$ cat config.mk
export PLATFORM = sky130hd
export DESIGN_NAME = binary_erode_3x3_top
export DESIGN_NICKNAME = d
export VERILOG_FILES = /design/src/ber_pkg.sv /design/src/binary_erode_3x3_top.sv /design/src/ber_ram.sv /design/src/ber_cell.sv /design/src/ber_ctrl.sv
export SDC_FILE = /design/constraint.sdc
export NUM_CORES = 2
export LEC_CHECK = 0
export BUFFER_PORTS_ARGS = -buffer_cell sky130_fd_sc_hd__buf_2
export CAP_MARGIN = 5
export CELL_PAD_IN_SITES_DETAIL_PLACEMENT = 2
export CELL_PAD_IN_SITES_GLOBAL_PLACEMENT = 2
export CORE_MARGIN = 3
export CORE_UTILIZATION = 30
export CTS_CLUSTER_SIZE = 24
export DETAILED_ROUTE_END_ITERATION = 8
export PLACE_DENSITY_LB_ADDON = 0.05
export SLEW_MARGIN = 20
export SYNTH_ARGS = -nofsm -noshare
export SYNTH_HDL_FRONTEND = slang
export SYNTH_SLANG_ARGS = --single-unit
$ cat constraint.sdc
create_clock -name clk_i -period 40.1 [get_ports clk_i]
set_clock_uncertainty 0.1 [all_clocks]
set_input_delay 2.005 -clock clk_i [delete_from_list [all_inputs] [get_ports clk_i]]
set_output_delay 2.005 -clock clk_i [all_outputs]
set_load 0.005 [all_outputs]
$ cat src/ber_pkg.sv
// Types, constants and register codes of the 3x3 binary erosion block.
package ber_pkg;

  // Frame limits and the widths that follow from them.
  localparam int unsigned MAX_WIDTH  = 1024;
  localparam int unsigned MAX_HEIGHT = 4096;
  localparam int unsigned COL_W      = $clog2(MAX_WIDTH);
  localparam int unsigned ROW_W      = $clog2(MAX_HEIGHT);
  localparam int unsigned FW_W       = COL_W + 1;
  localparam int unsigned FH_W       = ROW_W + 1;

  // Line store ring: three rows of dark bits.
  localparam int unsigned RING_ROWS = 3;
  localparam int unsigned SLOT_W    = 2;

  // Field widths.
  localparam int unsigned PIX_W      = 8;
  localparam int unsigned CFG_W_W    = 11;
  localparam int unsigned CFG_H_W    = 13;
  localparam int unsigned THR_W      = 8;
  localparam int unsigned CFG_DATA_W = 13;
  localparam int unsigned CFG_IDX_W  = 2;

  // Register reset values and output levels.
  localparam logic [CFG_W_W-1:0] DEF_WIDTH     = CFG_W_W'(640);
  localparam logic [CFG_H_W-1:0] DEF_HEIGHT    = CFG_H_W'(480);
  localparam logic [THR_W-1:0]   DEF_THRESHOLD = THR_W'(127);
  localparam logic [PIX_W-1:0]   BRIGHT_VALUE  = PIX_W'(255);
  localparam logic [PIX_W-1:0]   DARK_VALUE    = PIX_W'(0);

  // Configuration register indexes.
  typedef enum logic [CFG_IDX_W-1:0] {
    REG_IMAGE_WIDTH    = 2'd0,
    REG_IMAGE_HEIGHT   = 2'd1,
    REG_DARK_THRESHOLD = 2'd2
  } cfg_reg_e;

  // Kind of an input beat.
  typedef enum logic {
    ACT_PIXEL = 1'b0,
    ACT_FLUSH = 1'b1
  } action_e;

  typedef struct packed {
    action_e            action;
    logic [PIX_W-1:0]   pixel;
  } in_item_t;

  typedef struct packed {
    logic [PIX_W-1:0]   value;
    logic               frame_last;
  } out_item_t;

  typedef struct packed {
    logic [CFG_W_W-1:0] image_width;
    logic [CFG_H_W-1:0] image_height;
    logic [THR_W-1:0]   dark_threshold;
  } cfg_t;

  // Line store access issued by the position tracker.
  typedef struct packed {
    logic               we;
    logic [SLOT_W-1:0]  wslot;
    logic [COL_W-1:0]   waddr;
    logic               wbit;
    logic               re;
    logic [COL_W-1:0]   raddr;
  } ram_ctrl_t;

  // What the window stage needs to know about one released output.
  typedef struct packed {
    logic                 row_start;
    logic [RING_ROWS-1:0] row_mask;
    logic                 last;
  } emit_t;

endpackage

$ cat src/binary_erode_3x3_top.sv
// Top level of the streaming 3x3 binary erosion block.
//
// Gray pixels enter on the in channel in raster order, one beat per pixel;
// a beat with action set to flush carries no pixel and only drains outputs
// that are still pending at the end of a frame. Each beat releases at most
// one eroded pixel (0 or 255) on the out channel, in raster order, and the
// last pixel of a frame carries frame_last. Frame size and threshold must be
// written on the cfg channel only while the block is idle; the block does not
// enforce this. The size takes effect with the first pixel of the next frame.
// Throughput is one beat per cycle on both channels while the receiver does
// not stall: each released output costs one read of the three one-bit line
// store RAMs, and the 3x3 window is kept by a chain of two column cells. A
// result reaches out_valid_o through the RAM read, then the output register.
// Reset returns all position counters to the start of a frame and the
// registers to 640 x 480 with threshold 127; no clearing pass is needed.
// When the receiver stalls, up to two results are held (window stage and
// output register); in_ready_o drops only when both are full.
module binary_erode_3x3_top (
  input  logic                                 clk_i,
  input  logic                                 rst_ni,
  input  logic                                 in_valid_i,
  output logic                                 in_ready_o,
  input  ber_pkg::in_item_t                    in_data_i,
  output logic                                 out_valid_o,
  input  logic                                 out_ready_i,
  output ber_pkg::out_item_t                   out_data_o,
  input  logic                                 cfg_valid_i,
  output logic                                 cfg_ready_o,
  input  logic [ber_pkg::CFG_IDX_W-1:0]        cfg_index_i,
  input  logic [ber_pkg::CFG_DATA_W-1:0]       cfg_data_i
);

  import ber_pkg::*;

  cfg_t                 cfg_q;
  ram_ctrl_t            ram;
  emit_t                emit_info;
  emit_t                s1_info_q;
  logic                 emit, take;
  logic                 s1_valid_q, s1_valid_d, s1_go, out_free;
  logic [RING_ROWS-1:0] rd_bits;
  logic [RING_ROWS-1:0] col0_q;
  logic                 v0, vn;
  logic                 cur_value, cur_dark, prev_value, prev_dark;
  logic                 out_valid_q, out_valid_d;
  out_item_t            out_data_q, out_data_d;

  // Configuration registers; writes are always taken.
  assign cfg_ready_o = 1'b1;

  always_ff @(posedge clk_i or negedge rst_ni) begin
    if (!rst_ni) begin
      cfg_q.image_width    <= DEF_WIDTH;
      cfg_q.image_height   <= DEF_HEIGHT;
      cfg_q.dark_threshold <= DEF_THRESHOLD;
    end else if (cfg_valid_i) begin
      case (cfg_reg_e'(cfg_index_i))
        REG_IMAGE_WIDTH:    cfg_q.image_width    <= cfg_data_i[CFG_W_W-1:0];
        REG_IMAGE_HEIGHT:   cfg_q.image_height   <= cfg_data_i[CFG_H_W-1:0];
        REG_DARK_THRESHOLD: cfg_q.dark_threshold <= cfg_data_i[THR_W-1:0];
        default: begin
        end
      endcase
    end
  end

  // Input handshake: the window stage must be free or moving on.
  assign out_free   = !out_valid_q || out_ready_i;
  assign s1_go      = s1_valid_q && out_free;
  assign in_ready_o = !s1_valid_q || out_free;
  assign take       = in_valid_i && in_ready_o;

  ber_ctrl u_ctrl (
    .clk_i       (clk_i),
    .rst_ni      (rst_ni),
    .cfg_i       (cfg_q),
    .take_i      (take),
    .item_i      (in_data_i),
    .ram_o       (ram),
    .emit_o      (emit),
    .emit_info_o (emit_info)
  );

  // One line store RAM per ring row.
  for (genvar g = 0; g < RING_ROWS; g++) begin : g_ring
    ber_ram #(
      .WIDTH (1),
      .DEPTH (MAX_WIDTH)
    ) u_ram (
      .clk_i   (clk_i),
      .we_i    (ram.we && (ram.wslot == SLOT_W'(g))),
      .waddr_i (ram.waddr),
      .wdata_i (ram.wbit),
      .re_i    (ram.re),
      .raddr_i (ram.raddr),
      .rdata_o (rd_bits[g])
    );
  end

  // Column zero of each ring row is also kept in flops for the left edge.
  always_ff @(posedge clk_i) begin
    for (int i = 0; i < RING_ROWS; i++) begin
      if (ram.we && (ram.wslot == SLOT_W'(i)) && (ram.waddr == '0)) begin
        col0_q[i] <= ram.wbit;
      end
    end
  end

  // Window stage: holds one released output while its column is read.
  always_comb begin
    s1_valid_d = s1_valid_q;
    if (emit) begin
      s1_valid_d = 1'b1;
    end else if (s1_go) begin
      s1_valid_d = 1'b0;
    end
  end

  always_ff @(posedge clk_i or negedge rst_ni) begin
    if (!rst_ni) begin
      s1_valid_q <= 1'b0;
    end else begin
      s1_valid_q <= s1_valid_d;
    end
  end

  always_ff @(posedge clk_i) begin
    if (emit) begin
      s1_info_q <= emit_info;
    end
  end

  // Vertical dark bits of the entering column and of the left edge column.
  assign vn = |(rd_bits & s1_info_q.row_mask);
  assign v0 = |(col0_q & s1_info_q.row_mask);

  // Chain of column cells: the entering column feeds the current cell,
  // which feeds the previous cell; the dark flag runs along the chain.
  ber_cell u_cell_cur (
    .clk_i     (clk_i),
    .rst_ni    (rst_ni),
    .shift_i   (s1_go),
    .restart_i (s1_info_q.row_start),
    .seed_i    (v0),
    .nbr_i     (vn),
    .dark_i    (vn),
    .value_o   (cur_value),
    .dark_o    (cur_dark)
  );

  ber_cell u_cell_prev (
    .clk_i     (clk_i),
    .rst_ni    (rst_ni),
    .shift_i   (s1_go),
    .restart_i (s1_info_q.row_start),
    .seed_i    (v0),
    .nbr_i     (cur_value),
    .dark_i    (cur_dark),
    .value_o   (prev_value),
    .dark_o    (prev_dark)
  );

  // Output register.
  always_comb begin
    out_valid_d = out_valid_q;
    out_data_d  = out_data_q;
    if (s1_go) begin
      out_valid_d           = 1'b1;
      out_data_d.value      = prev_dark ? DARK_VALUE : BRIGHT_VALUE;
      out_data_d.frame_last = s1_info_q.last;
    end else if (out_ready_i) begin
      out_valid_d = 1'b0;
    end
  end

  always_ff @(posedge clk_i or negedge rst_ni) begin
    if (!rst_ni) begin
      out_valid_q <= 1'b0;
    end else begin
      out_valid_q <= out_valid_d;
    end
  end

  always_ff @(posedge clk_i) begin
    out_data_q <= out_data_d;
  end

  assign out_valid_o = out_valid_q;
  assign out_data_o  = out_data_q;

  // The previous cell's own value only feeds the dark flag.
  logic unused_prev;
  assign unused_prev = prev_value;

endmodule

$ cat src/ber_ram.sv
// Generic single-port-write, single-port-read RAM with registered read data.
module ber_ram #(
  parameter int unsigned WIDTH = 1,
  parameter int unsigned DEPTH = 1024
) (
  input  logic                     clk_i,
  input  logic                     we_i,
  input  logic [$clog2(DEPTH)-1:0] waddr_i,
  input  logic [WIDTH-1:0]         wdata_i,
  input  logic                     re_i,
  input  logic [$clog2(DEPTH)-1:0] raddr_i,
  output logic [WIDTH-1:0]         rdata_o
);

  logic [WIDTH-1:0] mem_q [DEPTH];
  logic [WIDTH-1:0] rdata_q;

  // Write port.
  always_ff @(posedge clk_i) begin
    if (we_i) begin
      mem_q[waddr_i] <= wdata_i;
    end
  end

  // Read port; a write to the same address in the same cycle passes through.
  always_ff @(posedge clk_i) begin
    if (re_i) begin
      if (we_i && (waddr_i == raddr_i)) begin
        rdata_q <= wdata_i;
      end else begin
        rdata_q <= mem_q[raddr_i];
      end
    end
  end

  assign rdata_o = rdata_q;

endmodule

$ cat src/ber_cell.sv
// One column cell of the erosion window: holds a vertical dark bit.
module ber_cell (
  input  logic clk_i,
  input  logic rst_ni,
  input  logic shift_i,
  input  logic restart_i,
  input  logic seed_i,
  input  logic nbr_i,
  input  logic dark_i,
  output logic value_o,
  output logic dark_o
);

  logic bit_q;
  logic bit_d;

  // At the start of a row the cell shows the replicated left-edge column.
  assign value_o = restart_i ? seed_i : bit_q;
  assign dark_o  = dark_i | value_o;

  // Take the neighbor's column when the window moves one step.
  assign bit_d = shift_i ? nbr_i : bit_q;

  always_ff @(posedge clk_i or negedge rst_ni) begin
    if (!rst_ni) begin
      bit_q <= 1'b0;
    end else begin
      bit_q <= bit_d;
    end
  end

endmodule

$ cat src/ber_ctrl.sv
// Input and output position tracking, frame size latch and release decision.
module ber_ctrl (
  input  logic              clk_i,
  input  logic              rst_ni,
  input  ber_pkg::cfg_t     cfg_i,
  input  logic              take_i,
  input  ber_pkg::in_item_t item_i,
  output ber_pkg::ram_ctrl_t ram_o,
  output logic              emit_o,
  output ber_pkg::emit_t    emit_info_o
);

  import ber_pkg::*;

  function automatic logic [FW_W-1:0] clamp_width(input logic [CFG_W_W-1:0] v);
    logic [FW_W-1:0] r;
    if (v == '0) begin
      r = FW_W'(1);
    end else if (32'(v) > MAX_WIDTH) begin
      r = FW_W'(MAX_WIDTH);
    end else begin
      r = FW_W'(v);
    end
    return r;
  endfunction

  function automatic logic [FH_W-1:0] clamp_height(input logic [CFG_H_W-1:0] v);
    logic [FH_W-1:0] r;
    if (v == '0) begin
      r = FH_W'(1);
    end else if (32'(v) > MAX_HEIGHT) begin
      r = FH_W'(MAX_HEIGHT);
    end else begin
      r = FH_W'(v);
    end
    return r;
  endfunction

  function automatic logic [SLOT_W-1:0] next_slot(input logic [SLOT_W-1:0] s);
    logic [SLOT_W-1:0] r;
    if (s == SLOT_W'(RING_ROWS - 1)) begin
      r = '0;
    end else begin
      r = s + 1'b1;
    end
    return r;
  endfunction

  function automatic logic [SLOT_W-1:0] prev_slot(input logic [SLOT_W-1:0] s);
    logic [SLOT_W-1:0] r;
    if (s == '0) begin
      r = SLOT_W'(RING_ROWS - 1);
    end else begin
      r = s - 1'b1;
    end
    return r;
  endfunction

  logic [COL_W-1:0]  in_col_q,  in_col_d;
  logic [FH_W-1:0]   in_row_q,  in_row_d;
  logic [SLOT_W-1:0] in_slot_q, in_slot_d;
  logic [COL_W-1:0]  out_col_q, out_col_d;
  logic [ROW_W-1:0]  out_row_q, out_row_d;
  logic [SLOT_W-1:0] out_slot_q, out_slot_d;
  logic [FW_W-1:0]   fw_q, fw_d;
  logic [FH_W-1:0]   fh_q, fh_d;

  logic              is_pix, frame_start, wr;
  logic [FW_W-1:0]   fw, fw_m1, col_inc, oc_inc;
  logic [FH_W-1:0]   fh, fh_m1, or_inc, rhi;
  logic              row_end, col_last, avail, in_zero, in_frame, last, emit;
  logic [COL_W-1:0]  in_col_n, chi;
  logic [FH_W-1:0]   in_row_n;
  logic [SLOT_W-1:0] in_slot_n;
  logic [RING_ROWS-1:0] mask;

  // Frame size is latched with the first pixel of a frame.
  assign is_pix      = (item_i.action == ACT_PIXEL);
  assign frame_start = (in_row_q == '0) && (in_col_q == '0);
  assign fw    = (is_pix && frame_start) ? clamp_width(cfg_i.image_width) : fw_q;
  assign fh    = (is_pix && frame_start) ? clamp_height(cfg_i.image_height) : fh_q;
  assign fw_m1 = fw - FW_W'(1);
  assign fh_m1 = fh - FH_W'(1);

  // Input position after this beat; pixels past the frame end are dropped.
  assign wr        = is_pix && (in_row_q < fh);
  assign col_inc   = {1'b0, in_col_q} + FW_W'(1);
  assign row_end   = (col_inc >= fw);
  assign in_col_n  = wr ? (row_end ? '0 : col_inc[COL_W-1:0]) : in_col_q;
  assign in_row_n  = (wr && row_end) ? in_row_q + FH_W'(1) : in_row_q;
  assign in_slot_n = (wr && row_end) ? next_slot(in_slot_q) : in_slot_q;

  // Bottom-right corner of the clamped neighborhood of the next output.
  assign oc_inc   = {1'b0, out_col_q} + FW_W'(1);
  assign or_inc   = {1'b0, out_row_q} + FH_W'(1);
  assign chi      = (oc_inc < fw) ? oc_inc[COL_W-1:0] : fw_m1[COL_W-1:0];
  assign rhi      = (or_inc < fh) ? or_inc : fh_m1;
  assign col_last = (oc_inc >= fw);

  // The output is released once its neighborhood has fully arrived.
  assign avail    = (rhi < in_row_n) || ((rhi == in_row_n) && (chi < in_col_n));
  assign in_zero  = (in_row_n == '0) && (in_col_n == '0);
  assign in_frame = ({1'b0, out_row_q} < fh) && ({1'b0, out_col_q} < fw);
  assign last     = ({1'b0, out_row_q} == fh_m1) && ({1'b0, out_col_q} == fw_m1);
  assign emit     = take_i && !in_zero && in_frame && avail;

  // Ring rows that take part in this output's neighborhood.
  always_comb begin
    mask = '0;
    mask[out_slot_q] = 1'b1;
    if (out_row_q != '0) begin
      mask[prev_slot(out_slot_q)] = 1'b1;
    end
    if (or_inc < fh) begin
      mask[next_slot(out_slot_q)] = 1'b1;
    end
  end

  // Next state of the position counters.
  always_comb begin
    fw_d       = fw_q;
    fh_d       = fh_q;
    in_col_d   = in_col_q;
    in_row_d   = in_row_q;
    in_slot_d  = in_slot_q;
    out_col_d  = out_col_q;
    out_row_d  = out_row_q;
    out_slot_d = out_slot_q;
    if (take_i) begin
      fw_d      = fw;
      fh_d      = fh;
      in_col_d  = in_col_n;
      in_row_d  = in_row_n;
      in_slot_d = in_slot_n;
    end
    if (emit) begin
      if (last) begin
        in_col_d   = '0;
        in_row_d   = '0;
        in_slot_d  = '0;
        out_col_d  = '0;
        out_row_d  = '0;
        out_slot_d = '0;
      end else if (col_last) begin
        out_col_d  = '0;
        out_row_d  = or_inc[ROW_W-1:0];
        out_slot_d = next_slot(out_slot_q);
      end else begin
        out_col_d  = oc_inc[COL_W-1:0];
      end
    end
  end

  always_ff @(posedge clk_i or negedge rst_ni) begin
    if (!rst_ni) begin
      fw_q       <= clamp_width(DEF_WIDTH);
      fh_q       <= clamp_height(DEF_HEIGHT);
      in_col_q   <= '0;
      in_row_q   <= '0;
      in_slot_q  <= '0;
      out_col_q  <= '0;
      out_row_q  <= '0;
      out_slot_q <= '0;
    end else begin
      fw_q       <= fw_d;
      fh_q       <= fh_d;
      in_col_q   <= in_col_d;
      in_row_q   <= in_row_d;
      in_slot_q  <= in_slot_d;
      out_col_q  <= out_col_d;
      out_row_q  <= out_row_d;
      out_slot_q <= out_slot_d;
    end
  end

  // Line store write of the dark bit and read of the entering column.
  assign ram_o.we    = take_i && wr;
  assign ram_o.wslot = in_slot_q;
  assign ram_o.waddr = in_col_q;
  assign ram_o.wbit  = (item_i.pixel < cfg_i.dark_threshold);
  assign ram_o.re    = emit;
  assign ram_o.raddr = chi;

  assign emit_o                = emit;
  assign emit_info_o.row_start = (out_col_q == '0);
  assign emit_info_o.row_mask  = mask;
  assign emit_info_o.last      = last;

endmodule

==> qor.csv <==
stage,metric,value,unit
run_status,run status,"complete, no violations",
yosys,Yosys cell types,103,
global_routing,vias in the first global route,122254,
worst_setup_path,WP data required,40.68,ns
worst_hold_path,Hold WC Path Type,flop to flop,
worst_setup_path,reg2reg start,u_ctrl.in_col_q[0]$_DFF_PN0_,
final_layout,FILL cells,52830,
yosys,synth cell count leaders,"nor3_1 (3133), edfxtp_1 (3085), nand2_1 (2405)",
yosys,Synth Register Bits,3194,
clocking,clock root buffer,clkbuf_16,
final_layout,design area,169800,µm²
worst_hold_path,Hold Path Stages,0,
global_routing,first-pass GRT wire length,974000,µm
yosys,Yosys warning total,0,
placed_design,IO Port Bufs,39,
placed_design,dpl ws,27.79,ns
sta,FMAX,85.77,MHz
floorplan,Initial Util,30.17,%
detailed_routing,via count,115578,
final_layout,layout cell share with drive strength beyond 1,9.701,%
worst_setup_path,"Worst Path Class, Setup",flop to flop,
yosys,Syn Area/Cell,11.08,µm²
yosys,leading post-synthesis cells by cell area,"edfxtp_1 (61%), nor3_1 (10%), nand2_1 (6.0%)",
sta,count of final max-slew check failures,0,
detailed_routing,1st-pass router iterations,5,
yosys,simple-gate share of the synthesized area,21.63,%
floorplan,Top-Level Pins,41,
worst_setup_path,Crit path max-delay family,buffers and inverters,
yosys,Synth Flop Type,edfxtp_1,
final_layout,multi-input logic area,49570,µm²
detailed_routing,routed len/inst,34.58,µm
yosys,mux cell area share after synthesis,3.626,%
sta,Post-Route Setup TNS,0,ns
yosys,post-synthesis compound-gate area fraction,5.307,%
floorplan,Core Area,502300,µm²
sta,Tightest Pin Transition,1.265,ns
final_layout,area delta synth->final,12.05,%
worst_setup_path,R2R Path End,g_ring[1].u_ram.mem_q[434]$_DFFE_PP_,
detailed_routing,vias per inst,5.803,
global_routing,initial antenna violation count,52,
placed_design,DP Area,157200,µm²
worst_setup_path,most frequent CP cell,buf_4,
worst_setup_path,CP max FO,179,
detailed_routing,post-route DRC violation count,0,
yosys,XOR/XNOR share of the synthesized area,0.5607,%
yosys,synthesized area,151500,µm²
sta,Final Hold Slack,0.3183,ns
floorplan,die width,716.7,µm
clocking,CTS Buffer Depth,4,
detailed_routing,1st-iter DRT viols,9798,
worst_setup_path,WP depth,23,
floorplan,Vert. Die Dim,716.7,µm
final_layout,register area,95390,µm²
clocking,clk slew on worst S/H paths,0.06,ns
yosys,"area leader, netlist",edfxtp_1,
yosys,Post-synth ARST share,3.413,%
detailed_routing,DRT antenna net count,0,
worst_setup_path,"Arr. time, crit path",12.24,ns
yosys,share of the synthesized area in the top cell type,61.14,%
yosys,syn nets,13819,
worst_setup_path,slowest cell on the critical path,buf_4,
worst_setup_path,Crit. End Element,flop,
yosys,"count leader, synth",nor3_1,
floorplan,# rows,260,
sta,final setup vio count,0,
worst_setup_path,critical path launch point type,flop,
clocking,clk_lat worst skew,1.01,ns
yosys,Post-synth EDFFs,3085,
global_routing,largest net degree at the start of global routing,251,
worst_setup_path,register-to-register setup slack,28.44,ns
worst_setup_path,Buf/Inv on CP,9,
worst_hold_path,WHS Endpoint,out_data_o[0]$_DFFE_PP_,
clocking,CTS Sinks,3194,
clocking,CTS Buf Count,400,
worst_setup_path,critical path's largest stage delay,0.98,ns
worst_setup_path,R2R cell count,23,
yosys,largest family of logic cells by synthesized area,simple AND/OR/NAND/NOR gates,
global_routing,total global-route track usage,26.27,%
sta,Setup WS post-layout,28.44,ns
clocking,hold buffer count at CTS,0,
yosys,Synth Area in Adders,0.9496,%
flow_run,max-cap violations,0,
sta,Slew headroom,15.68,%
final_layout,final net count,13033,
global_routing,total grt overflow,0,
floorplan,die area,513700,µm²
yosys,Synth Instances,13675,
clocking,htree depth,5,
placed_design,hpwl dp,378700,µm
yosys,register area share after synthesis,62.95,%
clocking,postcts setup bufs,0,
worst_hold_path,Hold Startpoint,s1_info_q[0]$_DFFE_PP_,
sta,period utilization,29.08,%
sta,Tmin final,11.66,ns
worst_setup_path,"critical path, cell by cell",inv_1 > ha_1 > nor4b_4 > nand3_4 > or2_0 > buf_4 > a21oi_1 > ha_1 > and3_1 > nand3_1 > nor2_1 > a211oi_1 > o21ai_0 > a21oi_1 > buf_4 > nand3_4 > buf_4 > buf_4 > buf_4 > buf_12 > buf_4 > buf_4 > nor3_1,
placed_design,Placer Congestion,0.7856,
detailed_routing,DRT Wirelength,688700,µm
clocking,TritonCTS clock tree,yes,
clocking,post-cts resize count,0,
sta,final hold violations,0,
sta,RSZ-0062 raised after global routing,false,
cell families (layout without fill, tap and decap cells):
logic type,Yosys count,after routing
simple gates,7051,7051
flops,3194,3194
buf+inv,1690,1240
compound gates,1101,1101
mux,426,426
fa+ha+maj,115,115
xor+xnor,97,97
other cells,1,12
worst max path at each step:
stage / start / end / slack (ns)
5_1_grt: u_ctrl.in_col_q[0]$_DFF_PN0_ / g_ring[1].u_ram.mem_q[419]$_DFFE_PP_ / 27.78
6_report: u_ctrl.in_col_q[0]$_DFF_PN0_ / g_ring[1].u_ram.mem_q[434]$_DFFE_PP_ / 28.44
3_3_place_gp: in_data_i[8] / g_ring[1].u_ram.rdata_o$_DFFE_PP_ / 27.51
3_5_place_dp: in_data_i[8] / g_ring[1].u_ram.mem_q[385]$_DFFE_PP_ / 27.79
2_1_floorplan: in_data_i[1] / col0_q[0]$_DFFE_PP_ / 11.73
4_1_cts: u_ctrl.in_col_q[0]$_DFF_PN0_ / g_ring[1].u_ram.rdata_o$_DFFE_PP_ / 28.58
layout make-up:
cell class                      instances  area share, %
Multi-Input combinational cell       8791          29.20
Antenna cell                           11        0.01621
Inverter                               68         0.1651
Timing Repair Buffer                  434          2.238
Sequential cell                      3194          56.19
Clock buffer                          503          6.179
Clock inverter                        235          1.097
Tap cell                             6681          4.924
stage by stage:
step	instances	utilization, %
floorplan	13675	-
finish	19917	33.80
CTS	19901	33.76
global placement	19155	31.25
detailed placement	19163	31.30
global route	19908	33.80
sequential cells by signal (all words and copies together), names as in the netlist, 3 cells and up:
| name | cells |
|---|---|
| cfg_q | 32 |
| col0_q | 3 |
| g_ring.u_ram.mem_q | 3072 |
| g_ring.u_ram.rdata_o | 3 |
| s1_info_q | 5 |
| u_ctrl.fh_q | 13 |
| u_ctrl.fw_q | 11 |
| u_ctrl.in_col_q | 10 |
| u_ctrl.in_row_q | 13 |
| u_ctrl.out_col_q | 10 |
| u_ctrl.out_row_q | 12 |
layer usage:
layer | track usage, % | up-vias | routed length [µm]
met5 | 0 | - | 27
met4 | 6.467 | 4 | 19240
met3 | 2.457 | 836 | 28960
met2 | 44.45 | 2802 | 331200
met1 | 36.27 | 62744 | 309300
li1 | - | 49192 | -
layout by cell type (no fill, tap or decap), types with 58 or more instances in the layout:
cell type | synthesis | routed
a211oi_1 | 67 | 64
a31oi_1 | 142 | 142
o21ai_0 | 86 | 83
clkbuf_16 | 0 | 403
a311oi_1 | 165 | 164
buf_4 | 96 | 341
edfxtp_1 | 3085 | 3085
nand3_1 | 984 | 966
clkinv_1 | 2 | 108
nand4_1 | 59 | 59
xnor2_1 | 58 | 58
mux2i_1 | 291 | 289
nand2_1 | 2405 | 2354
and3_1 | 128 | 128
clkinv_2 | 0 | 76
dfrtp_1 | 90 | 89
ha_1 | 115 | 115
nor3_1 | 3133 | 3131
nor2_1 | 150 | 134
clkbuf_1 | 1143 | 97
mux4_2 | 94 | 94
a21oi_1 | 195 | 195
Power is not shown: default switching activity piles up to over one toggle a cycle in this logic, so the estimate is an artifact.
